<file path="config.mk">
export PLATFORM = sky130hd
export DESIGN_NAME = text_cat_stream_filter_core
export DESIGN_NICKNAME = d
export VERILOG_FILES = /design/src/rtl/core/tcsf_pkg.sv /design/src/rtl/core/tcsf_front.sv /design/src/rtl/core/tcsf_queue.sv /design/src/rtl/core/tcsf_back.sv /design/src/rtl/core/text_cat_stream_filter_core.sv
export SDC_FILE = /design/constraint.sdc
export NUM_CORES = 1
export LEC_CHECK = 0
export BUFFER_PORTS_ARGS = -buffer_cell sky130_fd_sc_hd__clkbuf_2
export CORE_MARGIN = 3
export CORE_UTILIZATION = 60
export CTS_CLUSTER_DIAMETER = 30
export DETAILED_ROUTE_END_ITERATION = 8
export HOLD_SLACK_MARGIN = 0.02
export PLACE_DENSITY = 0.78
export SLEW_MARGIN = 20
export SYNTH_ARGS = -nofsm -noshare
export SYNTH_HDL_FRONTEND = slang
export SYNTH_SLANG_ARGS = --single-unit
</file>
<file path="constraint.sdc">
create_clock -name clk -period 4.3 [get_ports clk]
set_input_delay 0.43 -clock clk [delete_from_list [all_inputs] [get_ports clk]]
set_output_delay 0.43 -clock clk [all_outputs]
set_load 0.005 [all_outputs]
</file>
<file path="src/rtl/core/tcsf_pkg.sv">
// ----------------------------------------------------------------------------
// tcsf_pkg
// Shared types and byte constants for the text stream filter core.
// ----------------------------------------------------------------------------
package tcsf_pkg;

	// input transaction
	typedef struct packed {
		logic [7:0] data_byte;
		logic       first_of_file;
	} in_item_t;

	// result transaction
	typedef struct packed {
		logic [7:0] out_byte;
		logic       last_of_run;
	} out_item_t;

	// option registers
	typedef struct packed {
		logic number_nonblank;
		logic number_all;
		logic squeeze_blank;
		logic show_ends;
		logic show_tabs;
		logic show_nonprinting;
	} cfg_t;

	// register indexes
	localparam int REG_IDX_W = 3;
	localparam logic [REG_IDX_W-1:0] REG_NUMBER_NONBLANK  = 3'd0;
	localparam logic [REG_IDX_W-1:0] REG_NUMBER_ALL       = 3'd1;
	localparam logic [REG_IDX_W-1:0] REG_SQUEEZE_BLANK    = 3'd2;
	localparam logic [REG_IDX_W-1:0] REG_SHOW_ENDS        = 3'd3;
	localparam logic [REG_IDX_W-1:0] REG_SHOW_TABS        = 3'd4;
	localparam logic [REG_IDX_W-1:0] REG_SHOW_NONPRINTING = 3'd5;

	// byte codes
	localparam logic [7:0] NL_BYTE      = 8'h0A;
	localparam logic [7:0] TAB_BYTE     = 8'h09;
	localparam logic [7:0] DEL_BYTE     = 8'h7F;
	localparam logic [7:0] LOW7_MASK    = 8'h7F;
	localparam logic [7:0] CTRL_LIMIT   = 8'h20;
	localparam logic [7:0] CARET_OFFSET = 8'd64;
	localparam logic [7:0] CHAR_CARET   = 8'h5E;
	localparam logic [7:0] CHAR_DOLLAR  = 8'h24;
	localparam logic [7:0] CHAR_M       = 8'h4D;
	localparam logic [7:0] CHAR_DASH    = 8'h2D;
	localparam logic [7:0] CHAR_I       = 8'h49;
	localparam logic [7:0] CHAR_QMARK   = 8'h3F;
	localparam logic [7:0] CHAR_ZERO    = 8'h30;
	localparam logic [7:0] CHAR_SPACE   = 8'h20;

	// emitted byte history saturates here
	localparam logic [1:0] EMIT_SAT = 2'd2;

	// work descriptor handed from the classifier to the emitter
	typedef struct packed {
		logic       do_num;
		logic       m_pfx;
		logic       caret;
		logic       dollar;
		logic [7:0] final_byte;
	} job_t;

	// emitter phases, in output order
	typedef enum logic [2:0] {
		PH_DIGIT,
		PH_TAB,
		PH_M,
		PH_DASH,
		PH_CARET,
		PH_DOLLAR,
		PH_FINAL
	} phase_t;

endpackage

</file>
<file path="src/rtl/core/tcsf_front.sv">
// ----------------------------------------------------------------------------
// tcsf_front
// Classifier: applies squeeze, decides numbering, rewrites the byte and keeps
// the line counter and newline history. Produces one job per kept byte.
// ----------------------------------------------------------------------------
module tcsf_front #(
	parameter int NUMBER_DIGITS = 6
) (
	input  logic                         clk,
	input  logic                         arst_n,
	input  tcsf_pkg::cfg_t               cfg,
	input  tcsf_pkg::in_item_t           item,
	input  logic                         accept,
	output logic                         job_push,
	output tcsf_pkg::job_t               job,
	output logic [4*NUMBER_DIGITS-1:0]   job_bcd
);

	localparam int CW = 4 * NUMBER_DIGITS;
	localparam logic [CW-1:0] CNT_ONE   = CW'(1);
	localparam logic [CW-1:0] ALL_NINES = {NUMBER_DIGITS{4'h9}};

	logic [CW-1:0] cnt_q;
	logic          prev_nl_q;
	logic          prev2_nl_q;
	logic [1:0]    emit_cnt_q;

	logic [CW-1:0] cnt_eff;
	logic [CW-1:0] cnt_inc;
	logic          pn;
	logic          pn2;
	logic [1:0]    ec;
	logic          is_nl;
	logic          drop;
	logic          line_start;
	logic          do_num;
	logic          m_pfx;
	logic          caret;
	logic          dollar;
	logic [7:0]    c_byte;

	// history as seen by this byte, cleared at file start
	always_comb begin
		cnt_eff = item.first_of_file ? CNT_ONE : cnt_q;
		pn      = item.first_of_file ? 1'b0 : prev_nl_q;
		pn2     = item.first_of_file ? 1'b0 : prev2_nl_q;
		ec      = item.first_of_file ? 2'd0 : emit_cnt_q;
	end

	// squeeze and numbering decisions
	always_comb begin
		is_nl      = (item.data_byte == tcsf_pkg::NL_BYTE);
		drop       = cfg.squeeze_blank && is_nl && pn &&
		             ((ec == 2'd1) || ((ec == tcsf_pkg::EMIT_SAT) && pn2));
		line_start = (ec == 2'd0) || pn;
		if (cfg.number_nonblank) begin
			do_num = line_start && !is_nl;
		end else begin
			do_num = cfg.number_all && line_start;
		end
	end

	// saturating bcd increment, ripple over digits
	always_comb begin
		logic       carry;
		logic [3:0] dig;
		carry   = 1'b1;
		cnt_inc = cnt_eff;
		for (int d = 0; d < NUMBER_DIGITS; d++) begin
			dig = cnt_eff[4*d +: 4];
			if (carry) begin
				if (dig == 4'd9) begin
					cnt_inc[4*d +: 4] = 4'd0;
				end else begin
					cnt_inc[4*d +: 4] = dig + 4'd1;
					carry = 1'b0;
				end
			end
		end
		if (cnt_eff == ALL_NINES) begin
			cnt_inc = cnt_eff;
		end
	end

	// byte rewrite: meta prefix, caret notation, end mark, tab notation
	always_comb begin
		c_byte = item.data_byte;
		m_pfx  = 1'b0;
		caret  = 1'b0;
		if (cfg.show_nonprinting && (c_byte != tcsf_pkg::NL_BYTE) &&
		    (c_byte != tcsf_pkg::TAB_BYTE)) begin
			if (c_byte[7]) begin
				m_pfx  = 1'b1;
				c_byte = c_byte & tcsf_pkg::LOW7_MASK;
			end
			if (c_byte < tcsf_pkg::CTRL_LIMIT) begin
				caret  = 1'b1;
				c_byte = c_byte + tcsf_pkg::CARET_OFFSET;
			end else if (c_byte == tcsf_pkg::DEL_BYTE) begin
				caret  = 1'b1;
				c_byte = tcsf_pkg::CHAR_QMARK;
			end
		end
		dollar = cfg.show_ends && (c_byte == tcsf_pkg::NL_BYTE);
		if (cfg.show_tabs && (c_byte == tcsf_pkg::TAB_BYTE)) begin
			caret  = 1'b1;
			c_byte = tcsf_pkg::CHAR_I;
		end
	end

	// job toward the queue
	always_comb begin
		job_push       = accept && !drop;
		job.do_num     = do_num;
		job.m_pfx      = m_pfx;
		job.caret      = caret;
		job.dollar     = dollar;
		job.final_byte = c_byte;
		job_bcd        = cnt_eff;
	end

	// counter and history update on each kept byte
	always_ff @(posedge clk or negedge arst_n) begin
		if (!arst_n) begin
			cnt_q      <= CNT_ONE;
			prev_nl_q  <= 1'b0;
			prev2_nl_q <= 1'b0;
			emit_cnt_q <= 2'd0;
		end else if (job_push) begin
			cnt_q      <= do_num ? cnt_inc : cnt_eff;
			prev2_nl_q <= pn;
			prev_nl_q  <= is_nl;
			emit_cnt_q <= (ec == tcsf_pkg::EMIT_SAT) ? ec : ec + 2'd1;
		end
	end

endmodule

</file>
<file path="src/rtl/core/tcsf_queue.sv">
// ----------------------------------------------------------------------------
// tcsf_queue
// Short first-in first-out queue of jobs between classifier and emitter.
// ----------------------------------------------------------------------------
module tcsf_queue #(
	parameter int WIDTH = 36,
	parameter int DEPTH = 2
) (
	input  logic             clk,
	input  logic             arst_n,
	input  logic             wr,
	input  logic [WIDTH-1:0] wr_data,
	input  logic             rd,
	output logic [WIDTH-1:0] rd_data,
	output logic             q_empty,
	output logic             q_full
);

	localparam int PW = (DEPTH > 1) ? $clog2(DEPTH) : 1;
	localparam int NW = $clog2(DEPTH + 1);
	localparam logic [PW-1:0] PTR_LAST = PW'(DEPTH - 1);

	logic [WIDTH-1:0] entry_q [DEPTH];
	logic [PW-1:0]    wr_ptr_q;
	logic [PW-1:0]    rd_ptr_q;
	logic [NW-1:0]    count_q;

	assign rd_data = entry_q[rd_ptr_q];
	assign q_empty = (count_q == '0);
	assign q_full  = (count_q == NW'(DEPTH));

	// storage
	always_ff @(posedge clk) begin
		if (wr) begin
			entry_q[wr_ptr_q] <= wr_data;
		end
	end

	// pointers and fill count
	always_ff @(posedge clk or negedge arst_n) begin
		if (!arst_n) begin
			wr_ptr_q <= '0;
			rd_ptr_q <= '0;
			count_q  <= '0;
		end else begin
			if (wr) begin
				wr_ptr_q <= (wr_ptr_q == PTR_LAST) ? '0 : wr_ptr_q + PW'(1);
			end
			if (rd) begin
				rd_ptr_q <= (rd_ptr_q == PTR_LAST) ? '0 : rd_ptr_q + PW'(1);
			end
			if (wr && !rd) begin
				count_q <= count_q + NW'(1);
			end else if (rd && !wr) begin
				count_q <= count_q - NW'(1);
			end
		end
	end

endmodule

</file>
<file path="src/rtl/core/tcsf_back.sv">
// ----------------------------------------------------------------------------
// tcsf_back
// Emitter: walks the job at the queue head one output byte per cycle while its
// output register is free or popped, and holds the waiting result there.
// ----------------------------------------------------------------------------
module tcsf_back #(
	parameter int NUMBER_DIGITS = 6
) (
	input  logic                       clk,
	input  logic                       arst_n,
	input  logic                       job_valid,
	input  tcsf_pkg::job_t             job,
	input  logic [4*NUMBER_DIGITS-1:0] job_bcd,
	output logic                       job_pop,
	input  logic                       pop,
	output logic                       empty,
	output tcsf_pkg::out_item_t        result
);

	localparam int DW = (NUMBER_DIGITS > 1) ? $clog2(NUMBER_DIGITS) : 1;
	localparam logic [DW-1:0] DIG_LAST = DW'(NUMBER_DIGITS - 1);

	tcsf_pkg::phase_t    phase_q;
	tcsf_pkg::phase_t    phase_d;
	tcsf_pkg::phase_t    ph;
	logic [DW-1:0]       digit_q;
	logic [DW-1:0]       digit_d;
	logic                seen_q;
	logic                seen_d;
	logic                out_valid_q;
	tcsf_pkg::out_item_t out_q;
	tcsf_pkg::out_item_t out_d;
	logic                advance;
	logic [3:0]          dig;
	logic                last_digit;

	assign advance    = job_valid && (!out_valid_q || pop);
	assign last_digit = (digit_q == DIG_LAST);
	assign dig        = job_bcd[(NUMBER_DIGITS - 1 - int'(digit_q)) * 4 +: 4];

	// skip phases the job does not use
	always_comb begin
		ph = phase_q;
		if ((ph == tcsf_pkg::PH_DIGIT) && !job.do_num) begin
			ph = tcsf_pkg::PH_M;
		end
		if ((ph == tcsf_pkg::PH_M) && !job.m_pfx) begin
			ph = tcsf_pkg::PH_CARET;
		end
		if ((ph == tcsf_pkg::PH_CARET) && !job.caret) begin
			ph = tcsf_pkg::PH_DOLLAR;
		end
		if ((ph == tcsf_pkg::PH_DOLLAR) && !job.dollar) begin
			ph = tcsf_pkg::PH_FINAL;
		end
	end

	// byte select and next phase
	always_comb begin
		phase_d         = ph;
		digit_d         = digit_q;
		seen_d          = seen_q;
		job_pop         = 1'b0;
		out_d.last_of_run = 1'b0;
		out_d.out_byte  = job.final_byte;
		unique case (ph)
			tcsf_pkg::PH_DIGIT: begin
				if ((dig == 4'd0) && !seen_q && !last_digit) begin
					out_d.out_byte = tcsf_pkg::CHAR_SPACE;
				end else begin
					out_d.out_byte = tcsf_pkg::CHAR_ZERO + {4'd0, dig};
				end
				seen_d = seen_q || (dig != 4'd0);
				if (last_digit) begin
					phase_d = tcsf_pkg::PH_TAB;
					digit_d = '0;
				end else begin
					digit_d = digit_q + DW'(1);
				end
			end
			tcsf_pkg::PH_TAB: begin
				out_d.out_byte = tcsf_pkg::TAB_BYTE;
				phase_d        = tcsf_pkg::PH_M;
			end
			tcsf_pkg::PH_M: begin
				out_d.out_byte = tcsf_pkg::CHAR_M;
				phase_d        = tcsf_pkg::PH_DASH;
			end
			tcsf_pkg::PH_DASH: begin
				out_d.out_byte = tcsf_pkg::CHAR_DASH;
				phase_d        = tcsf_pkg::PH_CARET;
			end
			tcsf_pkg::PH_CARET: begin
				out_d.out_byte = tcsf_pkg::CHAR_CARET;
				phase_d        = tcsf_pkg::PH_DOLLAR;
			end
			tcsf_pkg::PH_DOLLAR: begin
				out_d.out_byte = tcsf_pkg::CHAR_DOLLAR;
				phase_d        = tcsf_pkg::PH_FINAL;
			end
			tcsf_pkg::PH_FINAL: begin
				out_d.out_byte    = job.final_byte;
				out_d.last_of_run = 1'b1;
				phase_d           = tcsf_pkg::PH_DIGIT;
				digit_d           = '0;
				seen_d            = 1'b0;
				job_pop           = advance;
			end
			default: begin
				phase_d = tcsf_pkg::PH_DIGIT;
				digit_d = '0;
				seen_d  = 1'b0;
			end
		endcase
	end

	// phase state register
	always_ff @(posedge clk or negedge arst_n) begin
		if (!arst_n) begin
			phase_q <= tcsf_pkg::PH_DIGIT;
			digit_q <= '0;
			seen_q  <= 1'b0;
		end else if (advance) begin
			phase_q <= phase_d;
			digit_q <= digit_d;
			seen_q  <= seen_d;
		end
	end

	// output register valid
	always_ff @(posedge clk or negedge arst_n) begin
		if (!arst_n) begin
			out_valid_q <= 1'b0;
		end else if (advance) begin
			out_valid_q <= 1'b1;
		end else if (pop) begin
			out_valid_q <= 1'b0;
		end
	end

	// output register payload
	always_ff @(posedge clk) begin
		if (advance) begin
			out_q <= out_d;
		end
	end

	assign empty  = !out_valid_q;
	assign result = out_q;

endmodule

</file>
<file path="src/rtl/core/text_cat_stream_filter_core.sv">
// ----------------------------------------------------------------------------
// text_cat_stream_filter_core
// Byte stream filter with line numbering, blank line squeezing and visible
// notation for tabs, line ends and nonprinting bytes.
// ----------------------------------------------------------------------------
// Each input byte yields zero to NUMBER_DIGITS + 5 result bytes, the last one
// flagged with last_of_run. The emitter produces one result byte per cycle
// while the result side takes them; a plain byte expands to one result byte,
// a numbered line start to NUMBER_DIGITS + 2, and a squeezed newline never
// reaches the emitter. The classifier takes a new byte every cycle while the
// two-entry job queue between it and the emitter has room, so full rises only
// behind an expansion or a stalled result side. There is no clearing pass
// after reset. Options are to be written through wr_en/wr_index/wr_data while
// the block is idle; the block itself does not enforce this.
module text_cat_stream_filter_core #(
	parameter int NUMBER_DIGITS = 6
) (
	input  logic                         clk,
	input  logic                         arst_n,
	// configuration
	input  logic                         wr_en,
	input  logic [tcsf_pkg::REG_IDX_W-1:0] wr_index,
	input  logic                         wr_data,
	// input side
	input  logic                         push,
	output logic                         full,
	input  tcsf_pkg::in_item_t           item,
	// result side
	input  logic                         pop,
	output logic                         empty,
	output tcsf_pkg::out_item_t          result
);

	localparam int QUEUE_DEPTH = 2;
	localparam int BCD_W       = 4 * NUMBER_DIGITS;
	localparam int JOB_W       = $bits(tcsf_pkg::job_t) + BCD_W;

	tcsf_pkg::cfg_t   cfg_q;
	logic             accept;
	logic             q_push;
	logic             q_pop;
	logic             q_empty;
	logic             q_full;
	tcsf_pkg::job_t   f_job;
	logic [BCD_W-1:0] f_bcd;
	logic [JOB_W-1:0] q_rd_data;
	tcsf_pkg::job_t   b_job;
	logic [BCD_W-1:0] b_bcd;

	// option registers
	always_ff @(posedge clk or negedge arst_n) begin
		if (!arst_n) begin
			cfg_q <= '0;
		end else if (wr_en) begin
			unique case (wr_index)
				tcsf_pkg::REG_NUMBER_NONBLANK:  cfg_q.number_nonblank  <= wr_data;
				tcsf_pkg::REG_NUMBER_ALL:       cfg_q.number_all       <= wr_data;
				tcsf_pkg::REG_SQUEEZE_BLANK:    cfg_q.squeeze_blank    <= wr_data;
				tcsf_pkg::REG_SHOW_ENDS:        cfg_q.show_ends        <= wr_data;
				tcsf_pkg::REG_SHOW_TABS:        cfg_q.show_tabs        <= wr_data;
				tcsf_pkg::REG_SHOW_NONPRINTING: cfg_q.show_nonprinting <= wr_data;
				default: begin
				end
			endcase
		end
	end

	assign full   = q_full;
	assign accept = push && !q_full;

	// classifier
	tcsf_front #(
		.NUMBER_DIGITS(NUMBER_DIGITS)
	) u_front (
		.clk     (clk),
		.arst_n  (arst_n),
		.cfg     (cfg_q),
		.item    (item),
		.accept  (accept),
		.job_push(q_push),
		.job     (f_job),
		.job_bcd (f_bcd)
	);

	// job queue
	tcsf_queue #(
		.WIDTH(JOB_W),
		.DEPTH(QUEUE_DEPTH)
	) u_queue (
		.clk    (clk),
		.arst_n (arst_n),
		.wr     (q_push),
		.wr_data({f_job, f_bcd}),
		.rd     (q_pop),
		.rd_data(q_rd_data),
		.q_empty(q_empty),
		.q_full (q_full)
	);

	assign b_job = q_rd_data[JOB_W-1:BCD_W];
	assign b_bcd = q_rd_data[BCD_W-1:0];

	// emitter
	tcsf_back #(
		.NUMBER_DIGITS(NUMBER_DIGITS)
	) u_back (
		.clk      (clk),
		.arst_n   (arst_n),
		.job_valid(!q_empty),
		.job      (b_job),
		.job_bcd  (b_bcd),
		.job_pop  (q_pop),
		.pop      (pop),
		.empty    (empty),
		.result   (result)
	);

	// emitter retires a job only from a filled queue
	a_pop_nonempty: assert property (@(posedge clk) disable iff (!arst_n)
		q_pop |-> !q_empty)
		else $error("job retired from empty queue");

	// a retire without a new job frees a queue slot
	a_pop_frees: assert property (@(posedge clk) disable iff (!arst_n)
		(q_pop && !q_push) |=> !q_full)
		else $error("queue still full after retire");

	// a waiting result always ends a run once its job is retired
	a_retire_last: assert property (@(posedge clk) disable iff (!arst_n)
		q_pop |=> (!empty && result.last_of_run))
		else $error("retired job did not end with a last byte");

endmodule
</file>
[Yosys cells after proc, flatten, opt, wreduce, memory -nomap -nowiden]
Memories as Yosys holds them, arrays and structs flattened.
Cells that the tools add are included.
Word-level totals
  bits of input ports: 18
  memories: 1
  logic and storage cells: 184
  memory bits (writable): 72
  bits in registers: 55
Operators by class
  reductions and logical operators: 55
  mux-type cells: 60
  bitwise operators: 1
  order comparisons: 1
  shift-type cells: 1
  equality and inequality tests: 31
  add/sub/neg operators: 15
Memory list
  u_queue.entry_q: words 2, bits a word 36, rd ports 1, clocked after Yosys merged registers in 0, write ports 1, RTL line tcsf_queue.sv:23  | logic [WIDTH-1:0] entry_q [DEPTH];
Operators by type and width (number)
  $mux 24: 3
  $mux 8: 6
  $pmux 8 s6: 1
  $mux 4: 11
  $shiftx 24x32->4: 1
  $mux 1: 26
  $add 4x1->4 const B: 6
  $eq 24x24->1 const B: 1
  $eq 3x3->1 const B: 8
  $eq 4x4->1 const B: 6
  $eq 8x4->1 const B: 3
  $logic_and 1x1->1: 21
  $mux 3: 6
  $pmux 3 s6: 1
  $ne 8x4->1 const B: 2
  $eq 3x2->1 const B: 5
  $reduce_and 2->1: 7
  $logic_not 1->1: 13
  $logic_not 3->1: 3
  $add 8x7->8 const B: 1
  $eq 8x7->1 const B: 1
  $lt 8x6->1 const B: 1
  $mux 2: 4
  $add 6x4->7 const A: 1
  other kinds (17): 26

[Logic depth before layout (Yosys ltp)]
An unclocked memory read counts as a cell.
  word-level depth: 18
  gate-level depth with buffers: 16

[Hierarchy]
From an unflattened synthesis, not the netlist that was laid out.
Unflattened totals
  cells, all modules: 568
  area, all modules: 6806.5 sq um
Modules (own cells, without submodules)
  tcsf_queue: cells an instance 128, seq. area each 2262.2 sq um, area an instance 2934.1 sq um, instances 1
  tcsf_front: cells an instance 289, seq. area each 701.9 sq um, area an instance 2343.5 sq um, instances 1
  tcsf_back: cells an instance 131, seq. area each 470.5 sq um, area an instance 1219.9 sq um, instances 1
  text_cat_stream_filter_core: cells an instance 20, seq. area each 150.1 sq um, area an instance 309.0 sq um, instances 1

[Worst setup path after synthesis]
Ideal clock, no wire load.
  kind: input to register
  from: input port item[0] in the netlist's numbering
  to: memory u_queue.entry_q[0][0] (enable)
  slack: -21 ps
  path buffers: 5
  data arrival time: 3892 ps
  library setup time: 429 ps
  stages: 12
  cell sequence: buf_2 clkbuf_1 clkbuf_1 nand2b_1 inv_1 ha_1 a21oi_1 and3b_1 a21o_2 buf_2 buf_2 nor2_1
On the way
  longest elaborated chain between the ends: 9
  elaborated cells between the ends (all ways): 13
Ends and longest elaborated chain
  start: declaration: RTL line text_cat_stream_filter_core.sv:27  | input tcsf_pkg::in_item_t item,
  $mux 2: RTL line tcsf_front.sv:47  | ec = item.first_of_file ? 2'd0 : emit_cnt_q;
  $eq 2x2->1: RTL line tcsf_front.sv:54  | ((ec == 2'd1) || ((ec == tcsf_pkg::EMIT_SAT) && pn2));
  $logic_and 1x1->1: RTL line tcsf_front.sv:54
  $logic_or 1x1->1: RTL line tcsf_front.sv:54
  $logic_and 1x1->1 (*): RTL line tcsf_front.sv:53  | drop = cfg.squeeze_blank && is_nl && pn &&
  $logic_not 1->1 (*): RTL line tcsf_front.sv:113  | job_push = accept && !drop;
  $logic_and 1x1->1 (*): RTL line tcsf_front.sv:113
  $mux 1 (*): RTL line tcsf_queue.sv:34  | if (wr) begin
  $mux 1 (implied by the code) (*): RTL line tcsf_queue.sv:35  | entry_q[wr_ptr_q] <= wr_data;
  end: declaration: RTL line tcsf_queue.sv:23
Every way passes the cells marked *; elsewhere a longest branch is shown, timed or not.

[Worst setup path after layout]
  from: register u_queue.rd_ptr_q
  to: register u_queue.count_q[1]
On the way
  longest elaborated chain between the ends: 18
  elaborated cells between the ends (all ways): 23
Ends and longest elaborated chain
  start: declaration: RTL line tcsf_queue.sv:25  | logic [PW-1:0] rd_ptr_q;
  start signal: assignment: RTL line tcsf_queue.sv:50  | rd_ptr_q <= (rd_ptr_q == PTR_LAST) ? '0 : rd_ptr_q + PW'(1);
  $mem_v2 2x36 (*)
  $logic_not 1->1: RTL line tcsf_back.sv:44  | if ((ph == tcsf_pkg::PH_DIGIT) && !job.do_num) begin
  $logic_and 1x1->1: RTL line tcsf_back.sv:44
  $mux 3: RTL line tcsf_back.sv:44
  $eq 3x2->1: RTL line tcsf_back.sv:47  | if ((ph == tcsf_pkg::PH_M) && !job.m_pfx) begin
  $logic_and 1x1->1: RTL line tcsf_back.sv:47
  $mux 3: RTL line tcsf_back.sv:47
  $eq 3x3->1: RTL line tcsf_back.sv:50  | if ((ph == tcsf_pkg::PH_CARET) && !job.caret) begin
  [2 not listed]
  $eq 3x3->1: RTL line tcsf_back.sv:53  | if ((ph == tcsf_pkg::PH_DOLLAR) && !job.dollar) begin
  $logic_and 1x1->1: RTL line tcsf_back.sv:53
  $mux 3 (*): RTL line tcsf_back.sv:53
  $eq 3x3->1 (*): RTL line tcsf_back.sv:66  | unique case (ph)
  $mux 1 (*): RTL line tcsf_back.sv:66
  $logic_not 1->1: RTL line tcsf_queue.sv:52  | if (wr && !rd) begin
  $logic_and 1x1->1: RTL line tcsf_queue.sv:52
  $mux 2 / $reduce_bool 2->1 (equally long branches)
  end signal: assignment: RTL line tcsf_queue.sv:53  | count_q <= count_q + NW'(1);
  end signal: assignment: RTL line tcsf_queue.sv:55  | count_q <= count_q - NW'(1);
  end: declaration: RTL line tcsf_queue.sv:26  | logic [NW-1:0] count_q;
Marked as above.
A chain may end at the register's enable or synchronous reset.

==> results.cfg <==
[floorplan]
die_h_um = 110
io_pins = 29
start_util_pct = 62.5
dieArea_um2 = 12200
die_w_um = 110
rows = 37
coreArea_um2 = 10500

[pwr]
pwr-share-seq_pct = 38.9
power.switching_uw = 1760
ir_drop_uv = 391
combPwrFrac_pct = 31.9
p_leak_uw = 0.00283
p_int_uw = 3340
p_per_area_nw_per_um2 = 689
finalPower_uw = 5090
swShare_pct = 34.5
power.share.clock_pct = 29.1

[global_routing]
grt_pass1_vias = 4468
grt_usage_pct = 25.5
grt_max_degree = 47
overflow = 0
antenna_found_initial = 0
grt_pass1_wl_mm = 23.1

[sta]
hold_ws_ns = 0.121
drv_slew = 0
clock_skew_ns = 0.00616
setup_tns_ns = 0
relSlewSlack_pct = 31.1
setup_viol = 0
rsz0062_at_grt = false
max_freq_mhz = 330
finalCriticalPeriod_ns = 3.03
worst_slew_pin_slew_ns = 1.02
hold_viol = 0
period_share_pct = 70.5

[detailed_routing]
via_per_inst = 6.41
post_drt_wl_per_cell_um = 19.8
antenna_left = 0
num_vias = 4663
routed_wirelength_mm = 14.4
first_pass_iters = 5
drt_iter0_drc = 454
drc_errors = 0

[worst_setup_path]
cp_slowest_stage_delay_ns = 0.56
required_ns = 4.74
crit_path_top_delay_cell = dfrtp_1
crit_fanout = 10
start_kind = register
cp-end-kind = register
path_delay_family = compound AO/OA/AOI/OAI gates
path_buf_inv = 2
critPathKind = reg -> reg
worstPathCellList = buf_4 -> mux2i_1 -> o211ai_2 -> or2_1 -> a21oi_1 -> inv_1 -> ha_1 -> xor2_1 -> nor2_1 -> xnor2_1
cp_data_arrival_time_ns = 3.48

[synth]
synth_seq_cells = 127
yosys_warnings = 0
ys.flop_type = edfxtp_1
synth_seq_area_share_pct = 54.8
syn_area_per_cell_um2 = 11.8
synth_cell_types = 82
synth_edf_count = 81
async_flop_share_pct = 36.2
synth_area_um2 = 6540
synth_nets = 581
syn_inst = 556

[placed_design]
place_hpwl_mm = 9.66
portBuffers = 28
gp_congestion = 0.910
place_area_um2 = 6760

[clocking]
root_buffer = clkbuf_8
h-tree-depth = 4
clock-sinks = 127
clkTransAtPathRegs_ns = 0.06
clockBufferDepth = 2
numCtsBuffers = 17
clock_latency_ns = 0.53
postCtsSetupRepairBufs = 0
holdBufCountCts = 1
cts_tree = built
post_cts_resize_count = 0

[job]
maxCapViolCount = 0

[min_path]
holdCritPathClass = in -> reg

[cells_and_area]
multi_input_area_um2 = 2720
drive_gt1_share_pct = 19.8
nNetsFinal = 604
finish.instance_area_um2 = 7390
syn2layout_area_growth_pct = 13.0
regArea_um2 = 3580
num-fill-cells = 755
antennaDiodeCount = 0

[run_status]
run_status = finished clean
==> worst paths after layout <==
kind | start | endpoint | slack, ns | cells after the start
setup / recovery | u_queue.rd_ptr_q | u_queue.count_q[1] | 1.27 | 10
setup reg to reg | u_queue.rd_ptr_q | u_queue.count_q[1] | 1.27 | 10
max in group asynchronous | arst_n | cfg_q[3] | 3.29 | 3
hold / removal | item[3] | u_queue.entry_q[0][26] | 0.12 | 1
min in group asynchronous | arst_n | u_back.phase_q[2] | 0.55 | 3
hold reg to reg | u_front.prev2_nl_q | u_front.prev2_nl_q | 0.47 | 2
==> routing by layer <==
metal	GRT usage [%]	routed length, µm	vias up
li1	-	-	2189
met1	35.1	6310	2292
met2	40.0	7120	157
met3	6.12	735	25
met4	8.97	223	0
met5	0	0	-
==> per-stage QoR <==
stage	util (%)	setup WS (ns)	instances
CTS	70.6	1.34	728
finish	70.6	1.27	728
global route	70.6	1.03	728
global placement	64.6	1.18	695
detailed placement	64.6	1.10	695
floorplan	-	0.535	556
==> area by class of cell <==
cell class | count | area share, %
flip-flops and latches | 127 | 48.5
inverters | 25 | 1.27
clock buffers | 18 | 5.79
multi-input cells | 373 | 36.9
well taps | 136 | 2.30
clock inverters | 14 | 2.57
repair buffers | 35 | 2.64
==> flip-flops by register name (all words and copies together), names as in the netlist, 2 cells and up <==
name,cells
cfg_q,6
u_front.cnt_q,24
u_queue.entry_q,72
u_back.phase_q,3
u_back.digit_q,3
u_queue.count_q,2
u_front.emit_cnt_q,2
u_back.result,9
==> power by group through the flow <==
stage	Sequential (µW)	Clock (µW)	Combinational (µW)
floorplan	1880	0	1260
global placement	1970	0	1570
detailed placement	2000	0	1600
CTS	1980	1500	1620
global route	2030	1560	1800
finish	1980	1480	1630
==> cell usage in the layout, fill, tap and decap left out, drive strengths merged, types with 4 or more instances in the layout <==
cell / instances
edfxtp: 81
nand2: 48
clkbuf: 46
dfrtp: 45
nor2: 29
inv: 26
nor2b: 23
nand3: 19
mux2: 16
o21ai: 16
mux2i: 13
o31ai: 11
o211ai: 11
mux4: 10
a21oi: 10
nor3: 10
nand2b: 9
or3: 9
nand4: 9
or2: 9
o221ai: 7
o41ai: 7
ha: 7
a211oi: 6
o311ai: 6
buf: 6
and2: 5
a31oi: 5
xnor2: 5
nor4: 5
nor3b: 5
clkinv: 5
and3: 4
bufinv: 4
clkinvlp: 4
or4: 4
nand4b: 4
==> Yosys cell counts, types with 3 or more instances <==
cell type	n	share of area, %
edfxtp_1	81	37
nand2_1	47	2.7
dfrtp_1	45	17
nor2_1	29	1.7
inv_1	23	1.3
nor2b_1	23	2.2
nand3_1	18	1.4
clkbuf_1	16	0.92
mux2_2	16	2.8
mux2i_1	13	2.0
buf_2	11	0.84
o31ai_1	11	1.3
a21oi_1	10	0.77
mux4_2	10	3.4
nand2b_1	9	0.86
nand4_1	9	0.86
nor3_1	9	0.69
o211ai_1	9	1.0
o21ai_0	9	0.69
or3_1	9	0.86
ha_1	7	1.3
o21ai_1	7	0.54
o221ai_1	7	0.94
o41ai_1	7	0.94
a211oi_1	6	0.69
o311ai_1	6	0.80
or2_2	6	0.57
a31oi_1	5	0.48
and2_1	5	0.48
xnor2_1	5	0.67
and3_1	4	0.38
nor4_1	4	0.38
a32o_1	3	0.46
and3b_1	3	0.40
nand4b_1	3	0.40
nor3b_1	3	0.34
nor4bb_1	3	0.46
o22a_1	3	0.40
or4_1	3	0.34
xor2_1	3	0.40
==> kinds of logic (layout without fill, tap and decap cells) <==
kind of cell | count (synthesis) | after routing | synth area share, %
flip-flops | 127 | 127 | 54.8
multiplexers | 39 | 39 | 8.19
XOR/XNOR | 8 | 8 | 1.07
AO/OA/AOI/OAI | 113 | 113 | 13.1
buffers and inverters | 56 | 92 | 3.54
AND/OR/NAND/NOR | 206 | 206 | 17.9
adder cells (fa/ha/maj) | 7 | 7 | 1.34
Power figures use the tool's default switching activity.
